File: config.mk
export PLATFORM = sky130hd
export DESIGN_NAME = midi_poly_voice_allocator_unit
export DESIGN_NICKNAME = d
export VERILOG_FILES = /design/src/rtl/core/mpva_pkg.sv /design/src/rtl/core/mpva_cell.sv /design/src/rtl/core/midi_poly_voice_allocator_unit.sv
export SDC_FILE = /design/constraint.sdc
export NUM_CORES = 1
export LEC_CHECK = 0
export ABC_AREA = 1
export BUFFER_PORTS_ARGS = -buffer_cell sky130_fd_sc_hd__clkbuf_2
export CAP_MARGIN = 20
export CORE_MARGIN = 2
export CORE_UTILIZATION = 50
export CTS_BUF_LIST = sky130_fd_sc_hd__clkbuf_4
export DETAILED_ROUTE_END_ITERATION = 10
export GPL_ROUTABILITY_DRIVEN = 0
export PLACE_DENSITY_LB_ADDON = 0.3
export SLEW_MARGIN = 20
export SYNTH_ARGS = -nofsm -noshare
export SYNTH_HDL_FRONTEND = slang
export SYNTH_HIERARCHICAL = 1
export SYNTH_SLANG_ARGS = --single-unit
File: constraint.sdc
create_clock -name clk -period 4 [get_ports clk]
set_clock_uncertainty 0.15 [all_clocks]
set_input_delay 0.2 -clock clk [delete_from_list [all_inputs] [get_ports clk]]
set_output_delay 0.2 -clock clk [all_outputs]
set_load 0.02 [all_outputs]
File: src/rtl/core/mpva_pkg.sv
// ----------------------------------------------------------------------------
// mpva_pkg
// Shared opcodes and the structs that pass between the top level and the
// voice cells of the polyphonic MIDI voice allocator.
// ----------------------------------------------------------------------------
package mpva_pkg;

  localparam logic [1:0] OP_NOTE_ON     = 2'd0;
  localparam logic [1:0] OP_NOTE_OFF    = 2'd1;
  localparam logic [1:0] OP_LEARN_START = 2'd2;
  localparam logic [1:0] OP_LEARN_STOP  = 2'd3;

  localparam logic [7:0] NO_CHANNEL = 8'hFF;

  // Command broadcast to every voice cell for the current item.
  typedef struct packed {
    logic       en;
    logic       alloc;
    logic       release_note;
    logic       clear_all;
    logic [6:0] note;
  } cmd_t;

  // Token handed from one cell to the next along the chain.
  typedef struct packed {
    logic       searching;
    logic       hit;
    logic [2:0] which;
  } chain_t;

endpackage

File: src/rtl/core/mpva_cell.sv
// ----------------------------------------------------------------------------
// mpva_cell
// One voice: holds its gate and note and passes the allocation token on.
// ----------------------------------------------------------------------------
module mpva_cell #(
  parameter int INDEX = 0
) (
  input  logic            clk,
  input  logic            rst,
  input  mpva_pkg::cmd_t   cmd,
  input  mpva_pkg::chain_t chain_in,
  output mpva_pkg::chain_t chain_out,
  output logic            active_next
);
  import mpva_pkg::*;

  logic       active;
  logic [6:0] note;
  logic       take;
  logic       free;

  // The first free cell that sees the search token claims the note.
  assign take = cmd.alloc && chain_in.searching && !active;
  assign free = cmd.release_note && active && (note == cmd.note);

  always_comb begin
    active_next = active;
    if (cmd.clear_all) begin
      active_next = 1'b0;
    end else if (take) begin
      active_next = 1'b1;
    end else if (free) begin
      active_next = 1'b0;
    end
  end

  always_comb begin
    chain_out.searching = chain_in.searching && !take;
    chain_out.hit       = chain_in.hit || take || free;
    chain_out.which     = chain_in.which;
    if (!chain_in.hit && (take || free)) begin
      chain_out.which = 3'(INDEX);
    end
  end

  always_ff @(posedge clk) begin
    if (rst) begin
      active <= 1'b0;
    end else if (cmd.en) begin
      active <= active_next;
    end
  end

  always_ff @(posedge clk) begin
    if (cmd.en && take) begin
      note <= cmd.note;
    end
  end

endmodule

File: src/rtl/core/midi_poly_voice_allocator_unit.sv
// ----------------------------------------------------------------------------
// midi_poly_voice_allocator_unit
// Output: the result is registered and appears in the cycle after the input transfer.
// Throughput: one item per cycle while the output is not stalled; the voice chain settles within that cycle.
// A stalled result stalls the input, and a new item can enter in the same
// cycle as the waiting result transfers.
// Reset: all voices free, no listen channel, base note 0, not learning,
// output register empty.
// ----------------------------------------------------------------------------
module midi_poly_voice_allocator_unit #(
  parameter int VOICES = 2
) (
  input  logic       clk,
  input  logic       rst,
  input  logic       in_valid,
  output logic       in_stall,
  input  logic [1:0] op,
  input  logic [3:0] midi_channel,
  input  logic [6:0] note_number,
  output logic       out_valid,
  input  logic       out_stall,
  output logic [7:0] gate_mask,
  output logic [2:0] affected_voice,
  output logic       voice_hit,
  output logic       dropped,
  output logic       learning_now,
  output logic [7:0] listen_channel_out,
  output logic [6:0] base_note_out
);
  import mpva_pkg::*;

  logic       accept;
  logic       learning;
  logic       learning_next;
  logic [7:0] listen_channel;
  logic [7:0] listen_channel_next;
  logic [6:0] base_note;
  logic [6:0] base_note_next;
  logic       chan_match;
  cmd_t       cmd;
  chain_t     chain [VOICES+1];
  logic [7:0] active_vec;

  assign in_stall = out_valid && out_stall;
  assign accept   = in_valid && !in_stall;

  assign chan_match = (listen_channel == {4'd0, midi_channel});

  always_comb begin
    cmd.en           = accept;
    cmd.alloc        = (op == OP_NOTE_ON) && !learning && chan_match;
    cmd.release_note = (op == OP_NOTE_OFF) && !learning && chan_match;
    cmd.clear_all    = (op == OP_NOTE_ON) && learning;
    cmd.note         = note_number;
  end

  assign chain[0].searching = cmd.alloc;
  assign chain[0].hit       = 1'b0;
  assign chain[0].which     = 3'd0;

  for (genvar v = 0; v < 8; v++) begin : g_voice
    if (v < VOICES) begin : g_cell
      mpva_cell #(
        .INDEX(v)
      ) u_cell (
        .clk        (clk),
        .rst        (rst),
        .cmd        (cmd),
        .chain_in   (chain[v]),
        .chain_out  (chain[v+1]),
        .active_next(active_vec[v])
      );
    end else begin : g_pad
      assign active_vec[v] = 1'b0;
    end
  end

  always_comb begin
    learning_next       = learning;
    listen_channel_next = listen_channel;
    base_note_next      = base_note;
    case (op)
      OP_NOTE_ON: begin
        if (learning) begin
          learning_next       = 1'b0;
          listen_channel_next = {4'd0, midi_channel};
          base_note_next      = note_number;
        end
      end
      OP_NOTE_OFF:    learning_next = learning;
      OP_LEARN_START: learning_next = 1'b1;
      OP_LEARN_STOP:  learning_next = 1'b0;
      default:        learning_next = learning;
    endcase
  end

  always_ff @(posedge clk) begin
    if (rst) begin
      learning       <= 1'b0;
      listen_channel <= NO_CHANNEL;
      base_note      <= 7'd0;
      out_valid      <= 1'b0;
    end else begin
      if (accept) begin
        learning       <= learning_next;
        listen_channel <= listen_channel_next;
        base_note      <= base_note_next;
        out_valid      <= 1'b1;
      end else if (!out_stall) begin
        out_valid <= 1'b0;
      end
    end
  end

  always_ff @(posedge clk) begin
    if (accept) begin
      gate_mask          <= active_vec;
      affected_voice     <= chain[VOICES].which;
      voice_hit          <= chain[VOICES].hit;
      dropped            <= cmd.alloc && chain[VOICES].searching;
      learning_now       <= learning_next;
      listen_channel_out <= listen_channel_next;
      base_note_out      <= base_note_next;
    end
  end

  // A dropped note can only happen when every voice already holds a gate.
  a_drop_full: assert property (@(posedge clk) disable iff (rst)
    out_valid && dropped |-> (gate_mask[VOICES-1:0] == {VOICES{1'b1}}) && !voice_hit)
    else $error("dropped note while a voice was free");

  a_idle_voice: assert property (@(posedge clk) disable iff (rst)
    out_valid && !voice_hit |-> affected_voice == 3'd0)
    else $error("affected voice set without a hit");

  a_learn_clear: assert property (@(posedge clk) disable iff (rst)
    accept && cmd.clear_all |=> gate_mask == 8'd0 && !learning_now)
    else $error("learned note-on did not clear voices");

  a_reset_empty: assert property (@(posedge clk)
    $past(rst) |-> !out_valid)
    else $error("output valid right after reset");

endmodule
==> results summary <==
The run finished with clean final reports. The critical path capture point type is a register. Synthesis produced a netlist whose cell count is 317.

The total length of routed wires came out at ~4.4 mm. The height of the die came out at 76.3 um. The worst hold path startpoint is rst. The endpoint arrival time on the critical path is ~2300 ps. The minimum period implied by the final worst setup slack is between 2000 and 2500 ps. The first global-routing pass estimated just under 8 mm of wire. The vias after detailed routing is between 1,500 and 2,000. The effective utilization at floorplan came out at roughly 52%. After detailed routing, the number of vias per cell comes to 4.43.

The number of warnings reported in the yosys synthesis log came out at 6. The width of the die came out at ~76 um. The critical path in this run is classified as input pin to register.

Dividing the detail-routed wire length by the instance count gives approximately 10 um. The worst slew slack as a fraction of its limit is 63.4%. The share of the clock period used by the worst path came out at ~60%. After detailed routing, the number of remaining DRC violations is 0.

The total die area came out at about 5800 sq um. The tree is rooted in a sky130_fd_sc_hd__clkbuf_4. The number of buffers added by the clock tree synthesis step is 5. The number of global-route vias before repair came out at between 1,500 and 2,000. CTS built an H-tree with a depth of 2. The depth of the worst register-to-register path is 12.

The capture point of the worst reg-to-reg path is g_voice[1].g_cell.u_cell/note[0]. The mapped netlist covers about 2600 sq um. The mean post-synth cell area came out at 8.25 sq um. The port buffer count came out at 41. At the worst endpoint, the required time is approximately 3900 ps. The sequential fraction of the synthesis area came out at 57.0%.

The post-DP HPWL came out at ~3.2 mm. The layout-stage area growth over the synthesis result came out at 18.3%. The number of antenna-violating nets in the routed design is 0. In this run the deepest clock path goes through 2 buffers.

TritonCTS built the clock tree. The max-capacitance violation count came out at 0. The actual transition at the worst max-transition pin is approximately 550 ps.

The highest ir drop seen on vdd came out at between 0.1 and 0.15 mV. The floorplan has 26 rows. Across every metal layer, demand over resource in global routing totals between 15 and 20%. The power per cell area came out at about 330 nW/um^2. The count of final setup violators came out at 0. The count of non-filler cells in the finished layout came out at 451. The most critical setup path has its startpoint at midi_channel[0]. The max-slew violation count came out at 0.

The final hold violation count is 0. The total congestion overflow after global routing came out at 0. The count of buffers added by post-CTS timing repair for setup is 0. Setup repair after global routing left no endpoint under its margin. The core region is slightly above 5000 sq um. The sum of negative setup slack is 0 ps. In this run the worst path has a maximum fanout of 7. Timing would allow up to 0.416 GHz. The worst setup path is launched from an input pin. In this run, placement finished with an instance count of approximately 430. The register-to-register path setup slack is roughly 1700 ps. The antenna cell count came out at 0.

The later pin in the worst-skew pair is clocked with a latency of 380 ps. The most critical setup path has its endpoint at g_voice[1].g_cell.u_cell/note[0]. The proportion of layout cells with a drive suffix above 1 is 16.8%. The flip-flop and latch count after synthesis came out at 56. The pre-antenna-repair detailed-routing pass consisted of 5 iterations. The number of distinct library cells after synthesis is 23. The standby leakage power came out at between 1.5 and 2 nW.

The clock-pin transition on the worst setup and hold timing paths came out at 160 ps. The detailed router finished its first iteration with approximately 120 violations. The number of clock sinks seen by CTS came out at 56. In the final design database the tool counted roughly 400 nets. The initial antenna violation count came out at 0. The startpoint identified for the worst register-to-register timing path is listen_channel[2]. The top-level port count came out at 48. The largest net degree at the start of global routing came out at 30. The path class of the lowest-slack min-delay path is input pin to register.
## layout by cell type (no fill, tap or decap), drive strengths merged, types with 2 or more instances in the layout
cell type and instances:
conb 10, a21oi 15, nand2 93, nand3 5, edfxtp 37, dfxtp 19
nor2 43, o21bai 2, o21ai 21, inv 69, dlygate4sd3 16, clkbuf 46
## cell usage after synthesis, drive strengths merged
master / count / area, sq um
a21oi: 15 / 75.1
buf: 10 / 76.3
clkbuf: 1 / 3.75
conb: 1 / 3.75
dfxtp: 19 / 380
edfxtp: 37 / 1110
inv: 68 / 258
nand2: 93 / 364
nand3: 5 / 25.0
nand4: 1 / 6.26
nor2: 43 / 179
o21ai: 21 / 109
o21bai: 2 / 15.0
xnor2: 1 / 8.76
## registers in the layout (all words and copies together) (netlist names)
name                          cells
affected_voice                    3
base_note                         7
base_note_out                     7
dropped                           1
g_voice.g_cell.u_cell/active      2
g_voice.g_cell.u_cell/note       14
gate_mask                         2
learning                          1
learning_now                      1
listen_channel                    8
listen_channel_out                8
out_valid                         1
voice_hit                         1
## worst min-delay path by stage
stage                                    to  slack, ps  cells past startpoint
after floorplan                   out_valid        120                      1
after global placement    listen_channel[1]        310                      3
after detailed placement  listen_channel[1]        310                      3
after CTS                 listen_channel[0]          6                      3
after global routing      listen_channel[0]         40                      3
final                     listen_channel[0]         20                      3
## logic make-up after synthesis
group / count (synthesis) / share of synthesized area (%)
other: 1 / 0.143
AO/OA/AOI/OAI: 38 / 7.61
XOR/XNOR: 1 / 0.335
AND/OR/NAND/NOR: 142 / 22.0
buffers and inverters: 79 / 12.9
flip-flops: 56 / 57.0
## what timing repair did
| item | in CTS | in global routing |
|---|---|---|
| hold buffers | 16 | 0 |
| hold endpoints to repair | 20 | 0 |
| gates resized for setup | 0 | 0 |
## through the flow
| step | setup slack [ps] | hold slack, ps | util, % | area [sq um] | total power [W] |
|---|---|---|---|---|---|
| after global placement | 1770 | 307 | 56.5 | 2870 | 0.000762 |
| after floorplan | 1860 | 119 | - | 2650 | 0.000731 |
| after global routing | 1320 | 41.5 | 61.0 | 3090 | 0.00107 |
| after detailed placement | 1710 | 313 | 56.5 | 2870 | 0.000765 |
| final | 1590 | 20.8 | 61.0 | 3090 | 0.00102 |
| after CTS | 1610 | 5.88 | 61.0 | 3090 | 0.00103 |
## worst max-delay path, stage by stage
cell,delay [ps]
sky130_fd_sc_hd__dlygate4sd3_1,530
sky130_fd_sc_hd__clkbuf_2,120
sky130_fd_sc_hd__inv_1,50
sky130_fd_sc_hd__nand2_1,50
sky130_fd_sc_hd__nand2_1,50
sky130_fd_sc_hd__nor2_1,140
sky130_fd_sc_hd__nand4_1,130
sky130_fd_sc_hd__inv_1,140
sky130_fd_sc_hd__inv_1,50
sky130_fd_sc_hd__nor2_1,120
sky130_fd_sc_hd__nand2_1,80
sky130_fd_sc_hd__nor2_1,130
sky130_fd_sc_hd__inv_1,100
sky130_fd_sc_hd__nor2_1,400
## cell type report
type	count	area, sq um
clock inverters	3	27.5
flip-flops and latches	56	1490
repair buffers	58	373
well taps	70	87.6
multi-input cells	191	820
fillers	449	1980
inverters	68	258
clock buffers	5	37.5
## metal layers
metal | global-route usage (%) | vias up | wire length [um]
li1 | - | 1078 | -
met1 | 21.4 | 875 | 2050
met2 | 27.7 | 40 | 2200
met3 | 3.55 | 4 | 169
met4 | 4.18 | 0 | 34
met5 | 0 | - | 0
## power by group
group / switching (W) / total (W) / internal [W]
registers: 0.00000711 / 0.000644 / 0.000637
logic: 0.0000775 / 0.000120 / 0.0000430
clock network: 0.000185 / 0.000259 / 0.0000743
total: 0.000269 / 0.00102 / 0.000754
Power figures use the tool's default switching activity.
